--- src/rtl/core/pclbl_pkg.sv ---
// shared package for the per-client leaky bucket limiter
// holds widths, register indexes, event codes, fsm states and the ctrl/datapath structs
// no dependencies

package pclbl_pkg;

  // table geometry
  localparam int CLIENT_SLOTS = 32;
  localparam int COUNT_BITS   = 20;
  localparam int SCAN_W       = $clog2(CLIENT_SLOTS);

  // field widths fixed by the item format
  localparam int SLOT_W   = 5;
  localparam int TIME_W   = 32;
  localparam int KIND_W   = 2;
  localparam int OCOUNT_W = 20;

  // configuration registers
  localparam int RATE_W     = 16;
  localparam int BURST_W    = 20;
  localparam int INTERVAL_W = 8;
  localparam int CFG_DATA_W = 20;
  localparam int CFG_IDX_W  = 2;
  localparam int DRAIN_W    = RATE_W + TIME_W;

  localparam logic [CFG_IDX_W-1:0] CFG_RATE     = 2'd0;
  localparam logic [CFG_IDX_W-1:0] CFG_BURST    = 2'd1;
  localparam logic [CFG_IDX_W-1:0] CFG_INTERVAL = 2'd2;

  localparam logic [RATE_W-1:0]     RATE_RESET     = 16'd200;
  localparam logic [BURST_W-1:0]    BURST_RESET    = 20'd400;
  localparam logic [INTERVAL_W-1:0] INTERVAL_RESET = 8'd2;

  localparam logic [COUNT_BITS-1:0] COUNT_MAX = {COUNT_BITS{1'b1}};

  typedef enum logic [KIND_W-1:0] {
    EV_RELEASED   = 2'd0,
    EV_LIMITED    = 2'd1,
    EV_RECORDED   = 2'd2,
    EV_REGISTERED = 2'd3
  } event_kind_t;

  typedef enum logic [1:0] {
    ST_IDLE,
    ST_CHECK,
    ST_SCAN,
    ST_REQ
  } state_t;

  typedef struct packed {
    logic              load_item;
    logic              load_drain;
    logic              scan_step;
    logic              req_step;
    logic [SCAN_W-1:0] scan_idx;
  } pclbl_cmd_t;

  typedef struct packed {
    logic decay_due;
    logic out_free;
  } pclbl_sts_t;

endpackage

--- src/rtl/core/pclbl_in_if.sv ---
// request channel: client slot and timestamp with valid/ready
// depends on pclbl_pkg for field widths

interface pclbl_in_if;
  logic                          valid;
  logic                          ready;
  logic [pclbl_pkg::SLOT_W-1:0]  client_slot;
  logic [pclbl_pkg::TIME_W-1:0]  now_seconds;

  modport source (output valid, output client_slot, output now_seconds, input ready);
  modport sink   (input valid, input client_slot, input now_seconds, output ready);
endinterface

--- src/rtl/core/pclbl_out_if.sv ---
// event channel: one item per release and one per request, valid/ready
// depends on pclbl_pkg for field widths

interface pclbl_out_if;
  logic                           valid;
  logic                           ready;
  logic [pclbl_pkg::SLOT_W-1:0]   event_slot;
  logic [pclbl_pkg::KIND_W-1:0]   event_kind;
  logic [pclbl_pkg::OCOUNT_W-1:0] slot_count;
  logic                           is_last;

  modport source (output valid, output event_slot, output event_kind, output slot_count,
                  output is_last, input ready);
  modport sink   (input valid, input event_slot, input event_kind, input slot_count,
                  input is_last, output ready);
endinterface

--- src/rtl/core/pclbl_ctrl.sv ---
// sequencer for the limiter: accept, decay check, slot walk, request update
// depends on pclbl_pkg for states and the command/status structs

module pclbl_ctrl (
  input  logic                    clk,
  input  logic                    rst_n,
  input  logic                    in_valid,
  output logic                    in_ready,
  input  pclbl_pkg::pclbl_sts_t   sts,
  output pclbl_pkg::pclbl_cmd_t   cmd
);
  import pclbl_pkg::*;

  state_t            state_r, state_nxt;
  logic [SCAN_W-1:0] idx_r, idx_nxt;

  always_ff @(posedge clk) begin
    if (!rst_n) begin
      state_r <= ST_IDLE;
      idx_r   <= '0;
    end else begin
      state_r <= state_nxt;
      idx_r   <= idx_nxt;
    end
  end

  always_comb begin
    state_nxt      = state_r;
    idx_nxt        = idx_r;
    in_ready       = 1'b0;
    cmd            = '0;
    cmd.scan_idx   = idx_r;
    case (state_r)
      ST_IDLE: begin
        in_ready = 1'b1;
        if (in_valid) begin
          cmd.load_item = 1'b1;
          state_nxt     = ST_CHECK;
        end
      end
      ST_CHECK: begin
        if (sts.decay_due) begin
          cmd.load_drain = 1'b1;
          idx_nxt        = '0;
          state_nxt      = ST_SCAN;
        end else begin
          state_nxt = ST_REQ;
        end
      end
      ST_SCAN: begin
        // one slot per cycle, held while the event register cannot take a new event
        if (sts.out_free) begin
          cmd.scan_step = 1'b1;
          if (idx_r == SCAN_W'(CLIENT_SLOTS - 1)) begin
            state_nxt = ST_REQ;
          end else begin
            idx_nxt = idx_r + 1'b1;
          end
        end
      end
      ST_REQ: begin
        if (sts.out_free) begin
          cmd.req_step = 1'b1;
          state_nxt    = ST_IDLE;
        end
      end
      default: begin
        state_nxt = ST_IDLE;
      end
    endcase
  end

  a_one_step: assert property (@(posedge clk) disable iff (!rst_n)
    !(cmd.scan_step && cmd.req_step))
    else $error("scan and request step in the same cycle");

  a_walk_ends_in_req: assert property (@(posedge clk) disable iff (!rst_n)
    (cmd.scan_step && idx_r == SCAN_W'(CLIENT_SLOTS - 1)) |=> state_r == ST_REQ)
    else $error("slot walk did not hand over to the request step");

  a_accept_only_idle: assert property (@(posedge clk) disable iff (!rst_n)
    cmd.load_item |-> state_r == ST_IDLE && in_valid)
    else $error("item loaded outside idle");

endmodule

--- src/rtl/core/pclbl_dp.sv ---
// datapath: config registers, slot table, drain multiply, event output register
// depends on pclbl_pkg; driven by pclbl_ctrl through the command struct

module pclbl_dp (
  input  logic                              clk,
  input  logic                              rst_n,
  input  logic                              cfg_we,
  input  logic [pclbl_pkg::CFG_IDX_W-1:0]   cfg_index,
  input  logic [pclbl_pkg::CFG_DATA_W-1:0]  cfg_data,
  input  logic [pclbl_pkg::SLOT_W-1:0]      in_slot,
  input  logic [pclbl_pkg::TIME_W-1:0]      in_now,
  input  pclbl_pkg::pclbl_cmd_t             cmd,
  output pclbl_pkg::pclbl_sts_t             sts,
  input  logic                              out_ready,
  output logic                              out_valid,
  output logic [pclbl_pkg::SLOT_W-1:0]      out_slot,
  output logic [pclbl_pkg::KIND_W-1:0]      out_kind,
  output logic [pclbl_pkg::OCOUNT_W-1:0]    out_count,
  output logic                              out_last
);
  import pclbl_pkg::*;

  logic [RATE_W-1:0]     rate_r;
  logic [BURST_W-1:0]    burst_r;
  logic [INTERVAL_W-1:0] interval_r;

  logic [SLOT_W-1:0]     slot_r;
  logic [TIME_W-1:0]     now_r;
  logic [TIME_W-1:0]     last_time_r;
  logic [DRAIN_W-1:0]    drain_r;

  logic [CLIENT_SLOTS-1:0] known_r;
  logic [CLIENT_SLOTS-1:0] limited_r;
  logic [COUNT_BITS-1:0]   count_r [CLIENT_SLOTS];

  logic                  out_valid_r;
  logic [SLOT_W-1:0]     out_slot_r;
  logic [KIND_W-1:0]     out_kind_r;
  logic [OCOUNT_W-1:0]   out_count_r;
  logic                  out_last_r;

  logic [TIME_W-1:0]     elapsed;
  logic                  out_free;
  logic [SCAN_W-1:0]     rd_idx;
  logic [COUNT_BITS-1:0] rd_count;
  logic                  rd_known;
  logic                  rd_limited;
  logic                  drain_small;
  logic [COUNT_BITS-1:0] decayed;
  logic                  scan_active;
  logic                  scan_release;
  logic                  slot_in_range;
  logic [COUNT_BITS-1:0] bumped;
  logic                  goes_limited;
  logic                  emit;

  assign elapsed       = now_r - last_time_r;
  assign out_free      = !out_valid_r || out_ready;
  assign sts.out_free  = out_free;
  assign sts.decay_due = (now_r >= last_time_r) &&
                         (elapsed >= TIME_W'(interval_r));

  // single read port into the slot table
  assign rd_idx     = cmd.scan_step ? cmd.scan_idx : SCAN_W'(slot_r);
  assign rd_count   = count_r[rd_idx];
  assign rd_known   = known_r[rd_idx];
  assign rd_limited = limited_r[rd_idx];

  // saturating subtract of the drain, floored at zero
  assign drain_small  = (drain_r[DRAIN_W-1:COUNT_BITS] == '0);
  assign decayed      = (drain_small && rd_count > drain_r[COUNT_BITS-1:0]) ?
                        rd_count - drain_r[COUNT_BITS-1:0] : '0;
  assign scan_active  = rd_known && (rd_count != '0);
  assign scan_release = scan_active && rd_limited &&
                        (decayed < COUNT_BITS'(rate_r));

  assign slot_in_range = (int'(slot_r) < CLIENT_SLOTS);
  assign bumped        = (rd_count == COUNT_MAX) ? rd_count : rd_count + 1'b1;
  assign goes_limited  = !rd_limited && (bumped > COUNT_BITS'(burst_r));

  assign emit = cmd.req_step || (cmd.scan_step && scan_release);

  always_ff @(posedge clk) begin
    if (!rst_n) begin
      rate_r     <= RATE_RESET;
      burst_r    <= BURST_RESET;
      interval_r <= INTERVAL_RESET;
    end else if (cfg_we) begin
      case (cfg_index)
        CFG_RATE:     rate_r     <= cfg_data[RATE_W-1:0];
        CFG_BURST:    burst_r    <= cfg_data[BURST_W-1:0];
        CFG_INTERVAL: interval_r <= cfg_data[INTERVAL_W-1:0];
        default: ;
      endcase
    end
  end

  always_ff @(posedge clk) begin
    if (cmd.load_item) begin
      slot_r <= in_slot;
      now_r  <= in_now;
    end
    if (cmd.load_drain) begin
      drain_r <= DRAIN_W'({{TIME_W{1'b0}}, rate_r} * {{RATE_W{1'b0}}, elapsed});
    end
  end

  always_ff @(posedge clk) begin
    if (!rst_n) begin
      last_time_r <= '0;
    end else if (cmd.load_drain) begin
      last_time_r <= now_r;
    end
  end

  always_ff @(posedge clk) begin
    if (!rst_n) begin
      known_r <= '0;
    end else if (cmd.req_step && slot_in_range && !rd_known) begin
      known_r[rd_idx] <= 1'b1;
    end
  end

  always_ff @(posedge clk) begin
    if (cmd.scan_step && scan_active) begin
      count_r[rd_idx] <= decayed;
      if (scan_release) begin
        limited_r[rd_idx] <= 1'b0;
      end
    end else if (cmd.req_step && slot_in_range) begin
      if (rd_known) begin
        count_r[rd_idx] <= bumped;
        if (goes_limited) begin
          limited_r[rd_idx] <= 1'b1;
        end
      end else begin
        count_r[rd_idx]   <= '0;
        limited_r[rd_idx] <= 1'b0;
      end
    end
  end

  always_ff @(posedge clk) begin
    if (!rst_n) begin
      out_valid_r <= 1'b0;
    end else if (emit) begin
      out_valid_r <= 1'b1;
    end else if (out_ready) begin
      out_valid_r <= 1'b0;
    end
  end

  always_ff @(posedge clk) begin
    if (emit) begin
      if (cmd.scan_step) begin
        out_slot_r  <= SLOT_W'(cmd.scan_idx);
        out_kind_r  <= EV_RELEASED;
        out_count_r <= OCOUNT_W'(decayed);
        out_last_r  <= 1'b0;
      end else begin
        out_slot_r <= slot_r;
        out_last_r <= 1'b1;
        if (!slot_in_range) begin
          out_kind_r  <= EV_RECORDED;
          out_count_r <= '0;
        end else if (rd_known) begin
          out_kind_r  <= goes_limited ? EV_LIMITED : EV_RECORDED;
          out_count_r <= OCOUNT_W'(bumped);
        end else begin
          out_kind_r  <= EV_REGISTERED;
          out_count_r <= '0;
        end
      end
    end
  end

  assign out_valid = out_valid_r;
  assign out_slot  = out_slot_r;
  assign out_kind  = out_kind_r;
  assign out_count = out_count_r;
  assign out_last  = out_last_r;

  a_emit_when_free: assert property (@(posedge clk) disable iff (!rst_n)
    emit |-> out_free)
    else $error("event posted over an unread event");

  a_req_is_last: assert property (@(posedge clk) disable iff (!rst_n)
    cmd.req_step |=> out_valid_r && out_last_r)
    else $error("request step did not post the final event");

  a_decay_time: assert property (@(posedge clk) disable iff (!rst_n)
    cmd.load_drain |=> last_time_r == $past(now_r))
    else $error("decay time not advanced to the request time");

endmodule

--- src/rtl/core/per_client_leaky_bucket_limiter.sv ---
// top level of the per-client leaky bucket limiter
// depends on pclbl_pkg, pclbl_in_if, pclbl_out_if, pclbl_ctrl and pclbl_dp

// One request item in, one or more event items out. Each request is handled
// alone: after it is taken the block checks in its check state whether the
// decay interval has passed; if so it forms the drain (rate times elapsed
// seconds) and walks all 32 slots, one slot per cycle while the event channel
// can take an event, through the single table read port, posting a released
// event for each limited slot that falls below the rate. It then applies the
// request and posts its event with is_last set. The last event may still sit
// in the output register while the next request is taken. The user must
// write configuration through cfg_we/cfg_index/cfg_data only while no request
// is in flight; the block itself does not enforce this. Slot state is only
// defined once a slot has been registered by a first request; the known-slot
// map clears at reset.

module per_client_leaky_bucket_limiter (
  input  logic                              clk,
  input  logic                              rst_n,
  input  logic                              cfg_we,
  input  logic [pclbl_pkg::CFG_IDX_W-1:0]   cfg_index,
  input  logic [pclbl_pkg::CFG_DATA_W-1:0]  cfg_data,
  pclbl_in_if.sink                          in_ch,
  pclbl_out_if.source                       out_ch
);
  import pclbl_pkg::*;

  pclbl_cmd_t cmd;
  pclbl_sts_t sts;

  // sequencer: owns the state and the slot walk counter
  pclbl_ctrl u_ctrl (
    .clk      (clk),
    .rst_n    (rst_n),
    .in_valid (in_ch.valid),
    .in_ready (in_ch.ready),
    .sts      (sts),
    .cmd      (cmd)
  );

  // table, config registers, drain multiply and event register
  pclbl_dp u_dp (
    .clk       (clk),
    .rst_n     (rst_n),
    .cfg_we    (cfg_we),
    .cfg_index (cfg_index),
    .cfg_data  (cfg_data),
    .in_slot   (in_ch.client_slot),
    .in_now    (in_ch.now_seconds),
    .cmd       (cmd),
    .sts       (sts),
    .out_ready (out_ch.ready),
    .out_valid (out_ch.valid),
    .out_slot  (out_ch.event_slot),
    .out_kind  (out_ch.event_kind),
    .out_count (out_ch.slot_count),
    .out_last  (out_ch.is_last)
  );

endmodule

--- src/flat_wrapper.sv ---
// flat-port wrapper written by rule: the top's interface ports become plain ports
module per_client_leaky_bucket_limiter_flat import pclbl_pkg::*;
  (clk, rst_n, cfg_we, cfg_index, cfg_data, in_ch_valid, in_ch_client_slot, in_ch_now_seconds, in_ch_ready, out_ch_valid, out_ch_event_slot, out_ch_event_kind, out_ch_slot_count, out_ch_is_last, out_ch_ready);
  pclbl_in_if in_ch_i ();
  pclbl_out_if out_ch_i ();
  input  logic clk;
  input  logic rst_n;
  input  logic cfg_we;
  input  logic [pclbl_pkg::CFG_IDX_W-1:0] cfg_index;
  input  logic [pclbl_pkg::CFG_DATA_W-1:0] cfg_data;
  input wire logic [$bits(in_ch_i.valid)-1:0] in_ch_valid;
  input wire logic [$bits(in_ch_i.client_slot)-1:0] in_ch_client_slot;
  input wire logic [$bits(in_ch_i.now_seconds)-1:0] in_ch_now_seconds;
  output wire logic [$bits(in_ch_i.ready)-1:0] in_ch_ready;
  output wire logic [$bits(out_ch_i.valid)-1:0] out_ch_valid;
  output wire logic [$bits(out_ch_i.event_slot)-1:0] out_ch_event_slot;
  output wire logic [$bits(out_ch_i.event_kind)-1:0] out_ch_event_kind;
  output wire logic [$bits(out_ch_i.slot_count)-1:0] out_ch_slot_count;
  output wire logic [$bits(out_ch_i.is_last)-1:0] out_ch_is_last;
  input wire logic [$bits(out_ch_i.ready)-1:0] out_ch_ready;
  assign in_ch_i.valid = in_ch_valid;
  assign in_ch_i.client_slot = in_ch_client_slot;
  assign in_ch_i.now_seconds = in_ch_now_seconds;
  assign in_ch_ready = in_ch_i.ready;
  assign out_ch_valid = out_ch_i.valid;
  assign out_ch_event_slot = out_ch_i.event_slot;
  assign out_ch_event_kind = out_ch_i.event_kind;
  assign out_ch_slot_count = out_ch_i.slot_count;
  assign out_ch_is_last = out_ch_i.is_last;
  assign out_ch_i.ready = out_ch_ready;
  per_client_leaky_bucket_limiter u_core (.clk(clk), .rst_n(rst_n), .cfg_we(cfg_we), .cfg_index(cfg_index), .cfg_data(cfg_data), .in_ch(in_ch_i), .out_ch(out_ch_i));
endmodule
--- config.mk ---
export PLATFORM = sky130hd
export DESIGN_NAME = per_client_leaky_bucket_limiter_flat
export DESIGN_NICKNAME = d
export VERILOG_FILES = /design/src/rtl/core/pclbl_pkg.sv /design/src/rtl/core/pclbl_in_if.sv /design/src/rtl/core/pclbl_out_if.sv /design/src/rtl/core/pclbl_ctrl.sv /design/src/rtl/core/pclbl_dp.sv /design/src/rtl/core/per_client_leaky_bucket_limiter.sv /design/src/flat_wrapper.sv
export SDC_FILE = /design/constraint.sdc
export NUM_CORES = 2
export LEC_CHECK = 0
export ABC_CLOCK_PERIOD_IN_PS = 9400
export CORE_UTILIZATION = 50
export CTS_CLUSTER_SIZE = 28
export DETAILED_ROUTE_END_ITERATION = 10
export DONT_BUFFER_PORTS = 1
export PLACE_DENSITY_LB_ADDON = 0.3
export SLEW_MARGIN = 20
export SYNTH_ARGS = -nofsm -noshare
export SYNTH_HDL_FRONTEND = slang
export SYNTH_SLANG_ARGS = --single-unit
--- constraint.sdc ---
create_clock -name clk -period 9.4 [get_ports clk]
set_clock_uncertainty 0.1 [all_clocks]
set_input_delay 1.41 -clock clk [delete_from_list [all_inputs] [get_ports clk]]
set_output_delay 1.41 -clock clk [all_outputs]
set_load 0.01 [all_outputs]
==> flow_summary_export.csv <==
group,metric,value,unit
placed_design,dp_cells,6961,
detailed_routing,finalWirelength,197000,um
sta,min_period_over_period,96.7,%
detailed_routing,route.met2.wl,89000,um
synth,yosysTopAreaCell,"edfxtp_1",
worst_setup_path,arrival,9.46,ns
status,status,"finished, final reports clean",
cts,postCtsHoldBufs,0,
cells_and_area,instances_no_fill,7149,
global_route,grt_max_degree,111,
worst_setup_path,regToRegStartpoint,"u_core.u_dp.now_r[9]$_DFFE_PP_",
global_route,grt-ovfl-total,0,
worst_setup_path,cpMaxStageDelayCell,"o21ai_0",
floorplanning,die_w,344,um
cts,cts_tree,"done",
sta,setup_viol,0,
hold_path,hold_path_end,"u_core.u_dp.burst_r[12]$_SDFFE_PN0P_",
detailed_routing,via_count,45198,
synth,synth_cell_type_count,97,
synth,synth_edf_count,785,
synth,async_reset_ff_share,0,%
floorplanning,design.core.area,116000,um2
synth,synth_compound_area_share,12.3,%
sta,report.final.hold_viol_count,0,
cells_and_area,nets,6246,
detailed_routing,routed-wl-met3,24500,um
detailed_routing,drt_iter0_drc,5852,
synth,seq_area_frac_synth,44.2,%
placed_design,port_buffers,0,
floorplanning,ios,94,
worst_setup_path,cpPeakStageDelay,0.98,ns
synth,synth_top_family_by_area,"adder cells",
cells_and_area,layout-drive-gt1-share,11.2,%
sta,period_needed,9.09,ns
synth,ys_warn_count,0,
detailed_routing,drtAntennaViolNets,0,
synth,syn_area_per_cell,10.6,um2
synth,synth_common_cells,"edfxtp_1, inv_1, nand2_1, fa_1, a21oi_1",
sta,slew_viol_final,0,
global_route,grt_pass1_vias,44137,
sta,finalSetupTns,0,ns
flow_run,max_cap_viol_count,0,
synth,synth_top_area_share,40.3,%
floorplanning,initial_core_util,50.4,%
sta,slew_headroom,18.0,%
synth,netlist_area,58500,um2
cells_and_area,area_growth,11.2,%
worst_setup_path,critical_path_class,"register to register",
cts,cts-root-buf,"clkbuf_16",
cts,clock_sink_count,901,
worst_setup_path,required,9.77,ns
synth,post-synth-top-count-cell,"edfxtp_1",
synth,synth-xor-area-share,1.26,%
synth,synth_nets,6212,
worst_setup_path,crit_path_max_fanout,9,
worst_setup_path,r2r-end,"u_core.u_dp.drain_r[42]$_DFFE_PP_",
worst_setup_path,worstSetupStartpointType,"register",
worst_setup_path,cp-end-kind,"register",
cts,cts_made_buffers,96,
worst_setup_path,reg2reg_slack,0.31,ns
global_route,antenna_found_initial,12,
placed_design,gp_congestion,1.03,
hold_path,hold_path_depth,2,
placed_design,dp_hpwl,132000,um
hold_path,hold_path_class,"register to register",
worst_setup_path,reg2regPathDepth,30,
floorplanning,dieArea,118000,um2
cts,cts_max_path_buffers,3,
detailed_routing,drtPass1Iterations,6,
floorplanning,die_h,344,um
detailed_routing,post-route-drc-count,0,
global_route,grtUsageTotal,33.1,%
hold_path,min_from,"u_core.u_dp.burst_r[12]$_SDFFE_PN0P_",
synth,ys_ff_latch,901,
synth,synth-simple-area-share,12.6,%
synth,muxShareOfSynthArea,4.42,%
detailed_routing,top_layer_used,"met5",
worst_setup_path,worst_path_most_repeated_cell,"fa_1",
synth,synth.area.top_cells,"edfxtp_1, fa_1, ha_1, dfxtp_1, inv_1",
floorplanning,fp-row-count,125,
global_route,grt_pass1_wl,288000,um
cts,h-tree-depth,3,
cts,clk_latency,0.75,ns
synth,ys.flop_type,"edfxtp_1",
detailed_routing,vias_per_cell,6.32,
sta,fmax,110,MHz
cells_and_area,fillers,9871,
synth,syn_inst,5505,
cts,cts.clk_slew.worst_paths,0.07,ns
sta,tightest_slew,1.22,ns
synth,synthAdderAreaFrac,19.1,%
detailed_routing,met1Wirelength,72500,um
detailed_routing,wl_per_cell,27.5,um
state kept, by name, indices dropped and copies added, names as in the netlist, named ones only:
| name | cells |
|---|---|
| u_core.u_dp.out_slot | 5 |
| u_core.u_dp.interval_r | 8 |
| u_core.u_dp.known_r | 32 |
| u_core.u_dp.out_count | 20 |
| u_core.u_dp.now_r | 32 |
| u_core.u_dp.out_kind | 2 |
| u_core.u_dp.last_time_r | 32 |
| u_core.u_ctrl.idx_r | 5 |
| u_core.u_dp.count_r | 640 |
| u_core.u_dp.slot_r | 5 |
| u_core.u_dp.drain_r | 48 |
| u_core.u_dp.out_last | 1 |
| u_core.u_ctrl.state_r | 2 |
| u_core.u_dp.out_valid | 1 |
| u_core.u_dp.burst_r | 20 |
| u_core.u_dp.rate_r | 16 |
final cells by class:
type,count,area (um2),share of cell area [%]
well taps,1524,1910,2.93
clock inverters,65,800,1.23
diodes,6,15.0,0.0231
repair buffers,273,2310,3.56
inverters,591,2220,3.42
clock buffers,113,2490,3.82
multi-input cells,3676,29400,45.2
flip-flops and latches,901,25900,39.8
per-layer routing:
metal / vias to the layer above / GRT usage, %
li1: 19362 / -
met1: 22352 / 43.4
met2: 2935 / 51.5
met3: 547 / 8.11
met4: 2 / 16.6
met5: - / 0
critical path, delay by kind of cell (launching register included):
| family | cells | cell delay (ns) |
|---|---|---|
| compound gates | 8 | 2.27 |
| xor+xnor | 1 | 0.13 |
| fa+ha+maj | 8 | 3.84 |
| buf+inv | 6 | 0.64 |
| flops | 1 | 0.40 |
| simple gates | 7 | 1.44 |
cell usage in the layout, fill, tap and decap left out, drive strengths merged, types with 52 or more instances in the layout:
cell type / instances
edfxtp: 785
nand2: 573
o21ai: 311
mux2i: 124
nand2b: 71
clkbuf: 113
a211oi: 67
and2: 145
buf: 273
inv: 596
a21oi: 375
a21o: 77
nor2: 276
fa: 420
dfxtp: 116
ha: 223
xnor2: 52
mux2: 103
nor4: 61
nand3: 225
logic make-up after synthesis:
| family | Yosys count |
|---|---|
| DFF | 901 |
| muxes | 235 |
| xor gates and xnor gates | 84 |
| AOI/OAI and AO/OA | 1163 |
| adders and majority gates | 643 |
| buffers and inverters | 928 |
| and+or+nand+nor | 1551 |
through the flow:
stage / util, % / setup WS (ns) / hold slack, ns / area [um2]
after global routing: 56.0 / -0.0524 / 0.386 / 65100
after global placement: 53.0 / -0.00413 / 0.342 / 61600
after detailed placement: 53.1 / -0.0673 / 0.349 / 61700
after floorplan: - / 0.381 / 0.332 / 58500
final: 56.0 / 0.314 / 0.360 / 65100
after CTS: 55.9 / 0.0807 / 0.358 / 65000
worst max-delay path by stage:
stage / from / endpoint / slack, ns / cells after the start
2_1_floorplan: out_ch_ready / u_core.u_dp.out_count[0]$_DFFE_PP_ / 0.38 / 36
3_3_place_gp: u_core.u_dp.now_r[2]$_DFFE_PP_ / u_core.u_dp.drain_r[42]$_DFFE_PP_ / -0.004 / 34
3_5_place_dp: u_core.u_dp.now_r[2]$_DFFE_PP_ / u_core.u_dp.drain_r[42]$_DFFE_PP_ / -0.07 / 34
4_1_cts: u_core.u_dp.now_r[0]$_DFFE_PP_ / u_core.u_dp.drain_r[42]$_DFFE_PP_ / 0.08 / 36
5_1_grt: u_core.u_dp.now_r[10]$_DFFE_PP_ / u_core.u_dp.drain_r[47]$_DFFE_PP_ / -0.05 / 28
6_report: u_core.u_dp.now_r[9]$_DFFE_PP_ / u_core.u_dp.drain_r[42]$_DFFE_PP_ / 0.31 / 30
repair_timing:
action,in CTS,in global routing
resized for setup,2,11
pin swaps,0,4
buffers inserted,0,4
setup endpoints to repair,6,16
Power is left out: the tool's default activity adds up to more than one toggle a clock period on the data nets, which glitch-free logic cannot reach.
